--- config.mk ---
export PLATFORM = sky130hd
export DESIGN_NAME = utf8_decode_script_font_router_flat
export DESIGN_NICKNAME = d
export VERILOG_FILES = /design/src/rtl/u8r_pkg.sv /design/src/rtl/u8r_byte_if.sv /design/src/rtl/u8r_char_if.sv /design/src/rtl/u8r_cmd_queue.sv /design/src/rtl/u8r_front.sv /design/src/rtl/u8r_back.sv /design/src/rtl/utf8_decode_script_font_router.sv /design/src/flat_wrapper.sv
export VERILOG_INCLUDE_DIRS = /design/src /design/src/rtl
export SDC_FILE = /design/constraint.sdc
export NUM_CORES = 1
export LEC_CHECK = 0
export BUFFER_PORTS_ARGS = -buffer_cell sky130_fd_sc_hd__buf_2
export CORE_ASPECT_RATIO = 2
export CORE_MARGIN = 2
export CORE_UTILIZATION = 43
export DETAILED_ROUTE_END_ITERATION = 7
export PLACE_DENSITY = 0.68
export SLEW_MARGIN = 15
export SYNTH_ARGS = -nofsm -noshare
export SYNTH_HDL_FRONTEND = slang
export SYNTH_SLANG_ARGS = --single-unit
--- constraint.sdc ---
create_clock -name i_clk -period 8.6 [get_ports i_clk]
set_input_delay 2.15 -clock i_clk [delete_from_list [all_inputs] [get_ports i_clk]]
set_output_delay 2.15 -clock i_clk [all_outputs]
set_load 0.02 [all_outputs]
--- src/rtl/utf8_decode_script_font_router_assert.svh ---
// Assertion macros shared by the router RTL.
`ifndef UTF8_DECODE_SCRIPT_FONT_ROUTER_ASSERT_SVH
`define UTF8_DECODE_SCRIPT_FONT_ROUTER_ASSERT_SVH

// A condition that must hold at every clock edge out of reset.
`define U8R_ASSERT_ALWAYS(lbl, cond, msg) \
    lbl: assert property (@(posedge i_clk) disable iff (!i_rst_n) (cond)) else $error(msg);

// A consequence that must hold in the same cycle as its trigger.
`define U8R_ASSERT_IMPLIES(lbl, ante, cons, msg) \
    lbl: assert property (@(posedge i_clk) disable iff (!i_rst_n) (ante) |-> (cons)) \
        else $error(msg);

`endif

--- src/rtl/u8r_pkg.sv ---
// Types, constants and the font routing function of the UTF-8 font router.
`default_nettype none

package u8r_pkg;

    localparam int CP_W      = 21;
    localparam int BYTE_W    = 8;
    localparam int COUNT_W   = 3;
    localparam int Q_DEPTH   = 4;
    localparam int Q_AW      = 2;

    localparam logic [CP_W-1:0] REPLACEMENT = 21'h00FFFD;

    // Script ranges used for routing.
    localparam logic [CP_W-1:0] KANA_LO   = 21'h003040;
    localparam logic [CP_W-1:0] KANA_HI   = 21'h0030FF;
    localparam logic [CP_W-1:0] KANA_X_LO = 21'h0031F0;
    localparam logic [CP_W-1:0] KANA_X_HI = 21'h0031FF;
    localparam logic [CP_W-1:0] HANG_LO   = 21'h00AC00;
    localparam logic [CP_W-1:0] HANG_HI   = 21'h00D7AF;
    localparam logic [CP_W-1:0] JAMO_LO   = 21'h001100;
    localparam logic [CP_W-1:0] JAMO_HI   = 21'h0011FF;
    localparam logic [CP_W-1:0] CJAMO_LO  = 21'h003130;
    localparam logic [CP_W-1:0] CJAMO_HI  = 21'h00318F;
    localparam logic [CP_W-1:0] IDEO_LO   = 21'h004E00;
    localparam logic [CP_W-1:0] IDEO_HI   = 21'h009FFF;
    localparam logic [CP_W-1:0] IDEO_A_LO = 21'h003400;
    localparam logic [CP_W-1:0] IDEO_A_HI = 21'h004DBF;
    localparam logic [CP_W-1:0] IDEO_C_LO = 21'h00F900;
    localparam logic [CP_W-1:0] IDEO_C_HI = 21'h00FAFF;

    typedef enum logic [1:0] {
        FONT_JA      = 2'd0,
        FONT_CN      = 2'd1,
        FONT_KR      = 2'd2,
        FONT_BUILTIN = 2'd3
    } t_font;

    typedef enum logic [1:0] {
        CFG_EN_JA = 2'd0,
        CFG_EN_CN = 2'd1,
        CFG_EN_KR = 2'd2
    } t_cfg_idx;

    // Bit 0 Japanese, bit 1 Chinese, bit 2 Korean.
    typedef struct packed {
        logic [2:0] on;
        logic [2:0] has;
    } t_font_cfg;

    // One decoded transaction's worth of work for the back end.
    typedef struct packed {
        logic [1:0]         flush_cnt;
        logic               has_cp;
        logic [CP_W-1:0]    cp;
        logic [COUNT_W-1:0] n;
        logic               close;
    } t_cmd;

    typedef struct packed {
        logic valid;
        t_cmd cmd;
    } t_q_head;

    function automatic t_font default_font(input t_font_cfg fc);
        t_font f;
        priority if (fc.on[0])  f = FONT_JA;
        else if (fc.on[1])      f = FONT_CN;
        else if (fc.on[2])      f = FONT_KR;
        else if (fc.has[0])     f = FONT_JA;
        else if (fc.has[1])     f = FONT_CN;
        else if (fc.has[2])     f = FONT_KR;
        else                    f = FONT_BUILTIN;
        return f;
    endfunction

    function automatic t_font route(input logic [CP_W-1:0] cp, input t_font_cfg fc);
        logic  kana;
        logic  hangul;
        logic  ideo;
        t_font f;
        kana   = (cp >= KANA_LO && cp <= KANA_HI) || (cp >= KANA_X_LO && cp <= KANA_X_HI);
        hangul = (cp >= HANG_LO && cp <= HANG_HI) || (cp >= JAMO_LO && cp <= JAMO_HI)
              || (cp >= CJAMO_LO && cp <= CJAMO_HI);
        ideo   = (cp >= IDEO_LO && cp <= IDEO_HI) || (cp >= IDEO_A_LO && cp <= IDEO_A_HI)
              || (cp >= IDEO_C_LO && cp <= IDEO_C_HI);
        priority if (kana && fc.on[0])   f = FONT_JA;
        else if (hangul && fc.on[2])     f = FONT_KR;
        else if (ideo && fc.on[1])       f = FONT_CN;
        else if (ideo && fc.on[0])       f = FONT_JA;
        else if (ideo && fc.on[2])       f = FONT_KR;
        else                             f = default_font(fc);
        return f;
    endfunction

endpackage

`default_nettype wire

--- src/rtl/u8r_byte_if.sv ---
// Stream interface carrying one UTF-8 byte per transaction.
`default_nettype none

interface u8r_byte_if;
    import u8r_pkg::*;

    logic              valid;
    logic              ready;
    logic [BYTE_W-1:0] data_byte;

    modport source (output valid, output data_byte, input ready);
    modport sink   (input valid, input data_byte, output ready);
endinterface

`default_nettype wire

--- src/rtl/u8r_char_if.sv ---
// Stream interface carrying one routed code point per transaction.
`default_nettype none

interface u8r_char_if;
    import u8r_pkg::*;

    logic               valid;
    logic               ready;
    logic [CP_W-1:0]    code_point;
    logic [COUNT_W-1:0] byte_count;
    logic [1:0]         font_class;
    logic               run_start;
    logic               last_result;

    modport source (output valid, output code_point, output byte_count, output font_class,
                    output run_start, output last_result, input ready);
    modport sink   (input valid, input code_point, input byte_count, input font_class,
                    input run_start, input last_result, output ready);
endinterface

`default_nettype wire

--- src/rtl/u8r_cmd_queue.sv ---
// Small command queue between the byte decoder and the result generator.
`default_nettype none

module u8r_cmd_queue (
    input  wire logic              i_clk,
    input  wire logic              i_rst_n,
    input  wire logic              i_push,
    input  wire u8r_pkg::t_cmd     i_cmd,
    input  wire logic              i_pop,
    output u8r_pkg::t_q_head       o_head,
    output logic                   o_full,
    output logic [u8r_pkg::Q_AW:0] o_count
);
    import u8r_pkg::*;

    t_cmd            r_mem [Q_DEPTH];
    logic [Q_AW-1:0] r_wr_ptr;
    logic [Q_AW-1:0] r_rd_ptr;
    logic [Q_AW:0]   r_count;

    // Entry storage.
    always_ff @(posedge i_clk) begin
        if (i_push) begin
            r_mem[r_wr_ptr] <= i_cmd;
        end
    end

    // Pointers and occupancy.
    always_ff @(posedge i_clk) begin
        if (!i_rst_n) begin
            r_wr_ptr <= '0;
            r_rd_ptr <= '0;
            r_count  <= '0;
        end else begin
            if (i_push) begin
                r_wr_ptr <= r_wr_ptr + 1'b1;
            end
            if (i_pop) begin
                r_rd_ptr <= r_rd_ptr + 1'b1;
            end
            r_count <= r_count + (Q_AW+1)'(i_push) - (Q_AW+1)'(i_pop);
        end
    end

    // Head entry and status.
    assign o_head.valid = (r_count != '0);
    assign o_head.cmd   = r_mem[r_rd_ptr];
    assign o_full       = (r_count == (Q_AW+1)'(Q_DEPTH));
    assign o_count      = r_count;

endmodule

`default_nettype wire

--- src/rtl/u8r_front.sv ---
// Front end: accepts bytes, tracks the open UTF-8 sequence and issues commands.
`default_nettype none

module u8r_front (
    input  wire logic          i_clk,
    input  wire logic          i_rst_n,
    u8r_byte_if.sink           i_in,
    input  wire logic          i_q_full,
    output logic               o_push,
    output u8r_pkg::t_cmd      o_cmd
);
    import u8r_pkg::*;

    logic [CP_W-1:0]   r_partial;
    logic [1:0]        r_remaining;
    logic [1:0]        r_held;
    logic [CP_W-1:0]   n_partial;
    logic [1:0]        n_remaining;
    logic [1:0]        n_held;
    logic [BYTE_W-1:0] b;
    logic              is_cont;
    logic              accept;
    logic              cmd_needed;
    t_cmd              cmd;

    assign i_in.ready = !i_q_full;
    assign accept     = i_in.valid && i_in.ready;
    assign b          = i_in.data_byte;
    assign is_cont    = (b[7:6] == 2'b10);

    // Sequence decode and command build.
    always_comb begin
        n_partial   = r_partial;
        n_remaining = r_remaining;
        n_held      = r_held;
        cmd         = '0;
        if (r_remaining != 2'd0 && is_cont) begin
            n_partial   = {r_partial[CP_W-7:0], b[5:0]};
            n_held      = r_held + 2'd1;
            n_remaining = r_remaining - 2'd1;
            if (r_remaining == 2'd1) begin
                cmd.has_cp = 1'b1;
                cmd.cp     = {r_partial[CP_W-7:0], b[5:0]};
                cmd.n      = COUNT_W'(r_held) + COUNT_W'(1);
                n_partial  = '0;
                n_held     = '0;
            end
        end else begin
            // A broken sequence flushes one replacement per held byte.
            if (r_remaining != 2'd0) begin
                cmd.flush_cnt = r_held;
            end
            n_partial   = '0;
            n_held      = '0;
            n_remaining = '0;
            priority if (b == '0) begin
                cmd.close = 1'b1;
            end else if (!b[7]) begin
                cmd.has_cp = 1'b1;
                cmd.cp     = CP_W'(b);
                cmd.n      = COUNT_W'(1);
            end else if (b[7:5] == 3'b110) begin
                n_partial   = CP_W'(b[4:0]);
                n_remaining = 2'd1;
                n_held      = 2'd1;
            end else if (b[7:4] == 4'b1110) begin
                n_partial   = CP_W'(b[3:0]);
                n_remaining = 2'd2;
                n_held      = 2'd1;
            end else if (b[7:3] == 5'b11110) begin
                n_partial   = CP_W'(b[2:0]);
                n_remaining = 2'd3;
                n_held      = 2'd1;
            end else begin
                cmd.has_cp = 1'b1;
                cmd.cp     = REPLACEMENT;
                cmd.n      = COUNT_W'(1);
            end
        end
        cmd_needed = cmd.has_cp || cmd.close || (cmd.flush_cnt != 2'd0);
    end

    // Sequence state.
    always_ff @(posedge i_clk) begin
        if (!i_rst_n) begin
            r_partial   <= '0;
            r_remaining <= '0;
            r_held      <= '0;
        end else if (accept) begin
            r_partial   <= n_partial;
            r_remaining <= n_remaining;
            r_held      <= n_held;
        end
    end

    assign o_push = accept && cmd_needed;
    assign o_cmd  = cmd;

endmodule

`default_nettype wire

--- src/rtl/u8r_back.sv ---
// Back end: expands commands into results, routes fonts and tracks runs.
`default_nettype none

module u8r_back #(
    parameter int RUN_BYTES = 96
) (
    input  wire logic               i_clk,
    input  wire logic               i_rst_n,
    input  wire u8r_pkg::t_q_head   i_head,
    input  wire u8r_pkg::t_font_cfg i_font_cfg,
    output logic                    o_pop,
    u8r_char_if.source              o_out
);
    import u8r_pkg::*;

    localparam int            RL_W      = $clog2(RUN_BYTES);
    localparam logic [RL_W:0] RUN_LIMIT = (RL_W+1)'(RUN_BYTES);

    logic [1:0]         r_done;
    logic               r_valid;
    logic [CP_W-1:0]    r_cp;
    logic [COUNT_W-1:0] r_n;
    t_font              r_font;
    logic               r_start;
    logic               r_last;
    t_font              r_cur_font;
    logic               r_font_valid;
    logic [RL_W-1:0]    r_run_len;

    t_cmd               cmd;
    logic [1:0]         flush_rem;
    logic               use_flush;
    logic               emit_req;
    logic               load;
    logic               emit;
    logic               final_piece;
    logic [CP_W-1:0]    cp_sel;
    logic [COUNT_W-1:0] n_sel;
    t_font              font_sel;
    logic [RL_W:0]      run_sum;
    logic               start;

    // Pick the next result of the head command.
    always_comb begin
        cmd         = i_head.cmd;
        flush_rem   = cmd.flush_cnt - r_done;
        use_flush   = (flush_rem != 2'd0);
        emit_req    = i_head.valid && (use_flush || cmd.has_cp);
        load        = !r_valid || o_out.ready;
        emit        = emit_req && load;
        final_piece = use_flush ? (flush_rem == 2'd1 && !cmd.has_cp) : 1'b1;
        o_pop       = (emit && final_piece) || (i_head.valid && !emit_req);
        cp_sel      = use_flush ? REPLACEMENT : cmd.cp;
        n_sel       = use_flush ? COUNT_W'(1) : cmd.n;
    end

    // Font routing and run boundary decision.
    always_comb begin
        font_sel = route(cp_sel, i_font_cfg);
        run_sum  = (RL_W+1)'(r_run_len) + (RL_W+1)'(n_sel) + (RL_W+1)'(1);
        start    = !r_font_valid || (font_sel != r_cur_font) || (run_sum > RUN_LIMIT);
    end

    // Control state: flush progress, output valid and the open run.
    always_ff @(posedge i_clk) begin
        if (!i_rst_n) begin
            r_done       <= '0;
            r_valid      <= 1'b0;
            r_cur_font   <= FONT_JA;
            r_font_valid <= 1'b0;
            r_run_len    <= '0;
        end else begin
            if (o_pop) begin
                r_done <= '0;
            end else if (emit && use_flush) begin
                r_done <= r_done + 2'd1;
            end
            if (emit) begin
                r_valid <= 1'b1;
            end else if (o_out.ready) begin
                r_valid <= 1'b0;
            end
            if (o_pop && cmd.close) begin
                r_font_valid <= 1'b0;
                r_run_len    <= '0;
            end else if (emit) begin
                r_cur_font   <= font_sel;
                r_font_valid <= 1'b1;
                r_run_len    <= start ? RL_W'(n_sel) : r_run_len + RL_W'(n_sel);
            end
        end
    end

    // Output payload register.
    always_ff @(posedge i_clk) begin
        if (emit) begin
            r_cp    <= cp_sel;
            r_n     <= n_sel;
            r_font  <= font_sel;
            r_start <= start;
            r_last  <= final_piece;
        end
    end

    assign o_out.valid       = r_valid;
    assign o_out.code_point  = r_cp;
    assign o_out.byte_count  = r_n;
    assign o_out.font_class  = r_font;
    assign o_out.run_start   = r_start;
    assign o_out.last_result = r_last;

endmodule

`default_nettype wire

--- src/rtl/utf8_decode_script_font_router.sv ---
// Top level of the UTF-8 decoder with script-based font routing.
//
//  Channel   Dir  Carries                                           Handshake
//  i_in      in   data_byte                                         valid/ready
//  o_out     out  code_point, byte_count, font_class, run_start,    valid/ready
//                 last_result
//  i_cfg_*   in   enable_japanese/chinese/korean by index           write enable
//
// One byte is accepted per cycle while the four-entry command queue has room.
// The result generator produces one result per cycle unless the output stalls; a broken
// sequence flushes one replacement per held byte, then any result of the breaking byte
// (up to four in all), and a terminator that only closes the run is popped with no output.
// Reset is synchronous and active low; the output register lets a new result
// load in the cycle the previous one is taken, and each side stalls on its own.
`default_nettype none

module utf8_decode_script_font_router #(
    parameter int RUN_BYTES    = 96,
    parameter int HAS_JAPANESE = 1,
    parameter int HAS_CHINESE  = 1,
    parameter int HAS_KOREAN   = 1
) (
    input  wire logic        i_clk,
    input  wire logic        i_rst_n,
    u8r_byte_if.sink         i_in,
    u8r_char_if.source       o_out,
    input  wire logic        i_cfg_wr_en,
    input  wire logic [1:0]  i_cfg_addr,
    input  wire logic        i_cfg_wdata
);
    import u8r_pkg::*;

`include "utf8_decode_script_font_router_assert.svh"

    localparam logic [2:0] HAS_MASK = {HAS_KOREAN != 0, HAS_CHINESE != 0, HAS_JAPANESE != 0};

    logic          r_en_ja;
    logic          r_en_cn;
    logic          r_en_kr;
    t_font_cfg     font_cfg;
    logic          push;
    logic          pop;
    logic          q_full;
    logic [Q_AW:0] q_count;
    t_cmd          push_cmd;
    t_q_head       q_head;
    logic          count_ok;

    // Configuration registers.
    always_ff @(posedge i_clk) begin
        if (!i_rst_n) begin
            r_en_ja <= 1'b1;
            r_en_cn <= 1'b1;
            r_en_kr <= 1'b1;
        end else if (i_cfg_wr_en) begin
            unique case (i_cfg_addr)
                CFG_EN_JA: r_en_ja <= i_cfg_wdata;
                CFG_EN_CN: r_en_cn <= i_cfg_wdata;
                CFG_EN_KR: r_en_kr <= i_cfg_wdata;
                default:   ;
            endcase
        end
    end

    // A font is usable only when it is both built in and enabled.
    assign font_cfg.on  = {r_en_kr, r_en_cn, r_en_ja} & HAS_MASK;
    assign font_cfg.has = HAS_MASK;

    u8r_front u_front (
        .i_clk    (i_clk),
        .i_rst_n  (i_rst_n),
        .i_in     (i_in),
        .i_q_full (q_full),
        .o_push   (push),
        .o_cmd    (push_cmd)
    );

    u8r_cmd_queue u_queue (
        .i_clk   (i_clk),
        .i_rst_n (i_rst_n),
        .i_push  (push),
        .i_cmd   (push_cmd),
        .i_pop   (pop),
        .o_head  (q_head),
        .o_full  (q_full),
        .o_count (q_count)
    );

    u8r_back #(
        .RUN_BYTES (RUN_BYTES)
    ) u_back (
        .i_clk      (i_clk),
        .i_rst_n    (i_rst_n),
        .i_head     (q_head),
        .i_font_cfg (font_cfg),
        .o_pop      (pop),
        .o_out      (o_out)
    );

    // A result always reports between one and four consumed bytes.
    assign count_ok = (o_out.byte_count != 3'd0) && (o_out.byte_count <= 3'd4);

    // The queue never overflows or underflows.
    `U8R_ASSERT_IMPLIES(a_no_overflow, push && !pop, q_count != (Q_AW+1)'(Q_DEPTH), "queue overflow")
    `U8R_ASSERT_IMPLIES(a_no_underflow, pop, q_count != '0, "queue underflow")
    `U8R_ASSERT_IMPLIES(a_count_range, o_out.valid, count_ok, "bad byte count")

endmodule

`default_nettype wire

--- src/flat_wrapper.sv ---
// flat-port wrapper written by rule: the top's interface ports become plain ports
module utf8_decode_script_font_router_flat import u8r_pkg::*;
#(
    parameter int RUN_BYTES    = 96,
    parameter int HAS_JAPANESE = 1,
    parameter int HAS_CHINESE  = 1,
    parameter int HAS_KOREAN   = 1
)
  (i_clk, i_rst_n, i_cfg_wr_en, i_cfg_addr, i_cfg_wdata, i_in_valid, i_in_data_byte, i_in_ready, o_out_valid, o_out_code_point, o_out_byte_count, o_out_font_class, o_out_run_start, o_out_last_result, o_out_ready);
  u8r_byte_if i_in_i ();
  u8r_char_if o_out_i ();
  input  wire logic i_clk;
  input  wire logic i_rst_n;
  input  wire logic i_cfg_wr_en;
  input  wire logic [1:0] i_cfg_addr;
  input  wire logic i_cfg_wdata;
  input wire logic [$bits(i_in_i.valid)-1:0] i_in_valid;
  input wire logic [$bits(i_in_i.data_byte)-1:0] i_in_data_byte;
  output wire logic [$bits(i_in_i.ready)-1:0] i_in_ready;
  output wire logic [$bits(o_out_i.valid)-1:0] o_out_valid;
  output wire logic [$bits(o_out_i.code_point)-1:0] o_out_code_point;
  output wire logic [$bits(o_out_i.byte_count)-1:0] o_out_byte_count;
  output wire logic [$bits(o_out_i.font_class)-1:0] o_out_font_class;
  output wire logic [$bits(o_out_i.run_start)-1:0] o_out_run_start;
  output wire logic [$bits(o_out_i.last_result)-1:0] o_out_last_result;
  input wire logic [$bits(o_out_i.ready)-1:0] o_out_ready;
  assign i_in_i.valid = i_in_valid;
  assign i_in_i.data_byte = i_in_data_byte;
  assign i_in_ready = i_in_i.ready;
  assign o_out_valid = o_out_i.valid;
  assign o_out_code_point = o_out_i.code_point;
  assign o_out_byte_count = o_out_i.byte_count;
  assign o_out_font_class = o_out_i.font_class;
  assign o_out_run_start = o_out_i.run_start;
  assign o_out_last_result = o_out_i.last_result;
  assign o_out_i.ready = o_out_ready;
  utf8_decode_script_font_router #(.RUN_BYTES(RUN_BYTES), .HAS_JAPANESE(HAS_JAPANESE), .HAS_CHINESE(HAS_CHINESE), .HAS_KOREAN(HAS_KOREAN)) u_core (.i_clk(i_clk), .i_rst_n(i_rst_n), .i_in(i_in_i), .o_out(o_out_i), .i_cfg_wr_en(i_cfg_wr_en), .i_cfg_addr(i_cfg_addr), .i_cfg_wdata(i_cfg_wdata));
endmodule
==> flow_summary.json <==
{
  "pin_count": 46,
  "hold_viol_final": 0,
  "gr-total-overflow": 0,
  "pwr-share-seq_pct": 40.5,
  "htreeDepth": 4,
  "gp_congestion": 0.959,
  "ys_seq_area_share_pct": 61.6,
  "clkTransAtPathRegs_ps": 70,
  "yosys-top-cells-area": "edfxtp_1, dfxtp_1, mux4_2",
  "die_w_um": 102,
  "synth.top_cell.area_share_pct": 50.9,
  "grt_usage_pct": 18.4,
  "cts_resized": 0,
  "cp.required_ps": 8930,
  "end_kind": "register",
  "route.met2.wl_um": 9790,
  "p_comb_share_pct": 34.2,
  "die_h_um": 200,
  "synthArstFlopShare_pct": 0,
  "syn-instance-count": 619,
  "final_area_um2": 9300,
  "slew_headroom_pct": 32.2,
  "vias": 5271,
  "dpl.hpwl_um": 12800,
  "wirelength_um": 17800,
  "drtPass1Iterations": 5,
  "yosys.area.top_type": "edfxtp_1",
  "antenna_cells": 0,
  "synth_area_um2": 8260,
  "power.switching_mw": 1.07,
  "tightest_slew_ps": 1020,
  "max-clock-path-buffers": 2,
  "root_buffer": "clkbuf_16",
  "insertion_delay_ps": 420,
  "crit_arrival_ps": 5710,
  "synth_area_per_cell_um2": 13.3,
  "placed_area_um2": 8710,
  "finalCritPeriodShare_pct": 62.5,
  "p_clk_share_pct": 25.3,
  "drv_slew": 0,
  "cts_tree": "done",
  "p_int_mw": 1.94,
  "yosysWarnings": 0,
  "setup_ws_ps": 3220,
  "critPathMaxFanout": 28,
  "wirelength_met1_um": 6390,
  "setup_viol_count_final": 0,
  "die-area_um2": 20400,
  "holdWs_ps": 499,
  "cap_violations": 0,
  "area_growth_pct": 12.7,
  "yosysUniqueCellTypes": 68,
  "pre_cts_ws_ps": 3180,
  "clock.fmax_mhz": 186,
  "initial_core_util_pct": 43.8,
  "postRouteAntennaNets": 0,
  "ctsHoldBuffers": 0,
  "avgViaCountPerCell": 5.67,
  "grt_max_degree": 36,
  "crit_type": "register to register",
  "leakagePower_nw": 3.18,
  "maxUsedRoutingLayer": "met4",
  "cts_setup_buffers": 0,
  "routedWlPerCell_um": 19.1,
  "vdd_drop_max_mv": 0.140,
  "switching_share_pct": 35.6,
  "fin_nets": 694,
  "fill_cells": 1677,
  "hold_class": "register to register",
  "core_um2": 18800,
  "powerDensity_nw_per_um2": 324,
  "skew_ps": 10.0,
  "drt_iter0_drc": 325,
  "outcome": "finished clean",
  "synthesis.nets": 652,
  "antenna_found_initial": 0,
  "io_buffers": 45,
  "power_mw": 3.02,
  "grt_pass1_vias": 5279,
  "wl_met3_um": 613,
  "critPathLaunchType": "register",
  "rsz0062_at_grt": "false",
  "cts_sinks": 184,
  "synth-edff-count": 140,
  "period_needed_ps": 5380,
  "grt_first_pass_wirelength_um": 28000,
  "cts_buffers": 17,
  "worstHoldStart": "u_core.u_back.r_font_valid",
  "synth_seq_cells": 184,
  "drive_gt1_share_pct": 18.2,
  "finalSetupTns_ps": 0,
  "synth_flop_cell": "edfxtp_1",
  "fp-row-count": 71,
  "drc": 0
}
critical path: stages, from the launching register on:
cell      delay, ps
dfxtp_2         990
mux4_2          610
inv_1            70
ha_1            490
nand2_1         330
nor2_1          280
ha_1            180
inv_1            50
fa_1            400
xnor2_1         170
nand3b_1        140
nand2b_1        100
nand2_1          50
a32o_1          270
a22oi_1         170
o21ai_0         110
o21bai_2        240
or4_1           530
o311ai_1         90
power by group through the flow:
stage	sequential [mW]	clock, mW	combinational, mW
2_1_floorplan	1.28	0	0.724
3_3_place_gp	1.24	0	0.997
3_5_place_dp	1.25	0	1.03
4_1_cts	1.23	0.777	1.03
5_1_grt	1.24	0.813	1.13
6_report	1.22	0.763	1.03
metal layers:
| layer | up-vias | track usage (%) |
|---|---|---|
| met5 | - | 0 |
| met4 | 0 | 10.8 |
| met3 | 67 | 3.17 |
| met2 | 179 | 33.4 |
| met1 | 2600 | 19.4 |
| li1 | 2425 | - |
Yosys cell counts, types with 3 or more instances:
library cell,number
and2_1,23
dfxtp_1,44
o21ai_0,20
fa_1,3
mux2i_1,4
nand4b_1,5
and3_1,19
buf_6,3
or4_1,4
nor3b_1,5
nor2_1,26
nor4_1,6
buf_2,3
edfxtp_1,140
xor2_1,4
nand2b_1,16
xnor2_1,6
a31oi_1,6
nand2_1,59
clkbuf_1,18
nand3b_1,6
a22oi_1,18
ha_1,14
nand4_1,4
nor3_1,12
nor2b_1,21
or3_1,5
inv_1,25
mux4_2,28
nand3_1,7
a21oi_1,16
o21a_1,4
state kept, by name, summed over array words and instances (netlist names), 2 cells and up, named ones only:
name and count:
u_core.u_back.o_out.font_class 2, u_core.u_front.r_remaining 2, u_core.u_front.r_partial 15, u_core.u_back.r_run_len 7, u_core.u_back.o_out.code_point 21, u_core.u_queue.r_wr_ptr 2, u_core.u_queue.r_mem 112, u_core.u_back.r_done 2
u_core.u_queue.r_rd_ptr 2, u_core.u_queue.o_count 3, u_core.u_front.r_held 2, u_core.u_back.o_out.byte_count 3, u_core.u_back.r_cur_font 2
cell families after synthesis:
group / after synthesis / share of synthesized area, %
fa+ha+maj: 17 / 2.85
flops: 184 / 61.6
buf+inv: 52 / 2.74
mux: 32 / 8.12
simple gates: 228 / 15.2
xor+xnor: 11 / 1.39
compound gates: 95 / 8.08
placed cells by master (no fill, tap or decap), types with 20 or more instances in the layout:
cell / count
nand2_1: 59
nor2b_1: 21
and2_1: 20
edfxtp_1: 140
nor2_1: 26
buf_2: 45
o21ai_0: 20
inv_1: 25
dfxtp_1: 43
mux4_2: 28
cell type report:
| cell class | count | area (um2) | share of cell area [%] |
|---|---|---|---|
| clock inverter | 12 | 105 | 1.13 |
| sequential | 184 | 5090 | 54.7 |
| clock buffer | 20 | 489 | 5.26 |
| inverter | 26 | 97.6 | 1.05 |
| multi-input combinational | 383 | 2950 | 31.7 |
| timing repair buffer | 49 | 255 | 2.74 |
| tap | 255 | 319 | 3.43 |
stage by stage:
step	util, %	std cells
detailed placement	46.2	897
global route	49.4	929
CTS	49.4	929
floorplan	-	619
finish	49.4	929
global placement	46.2	897
path summary, 6_finish.rpt:
kind                            depth (start not counted)  slack [ps]                         end
worst max-delay path                                   18        3220  u_core.u_back.r_run_len[0]
worst min-delay path                                    2         500  u_core.u_back.r_font_valid
worst max register to register                         18        3220  u_core.u_back.r_run_len[0]
worst min register to register                          2         500  u_core.u_back.r_font_valid
No activity file was read; power rests on OpenSTA's default activity.
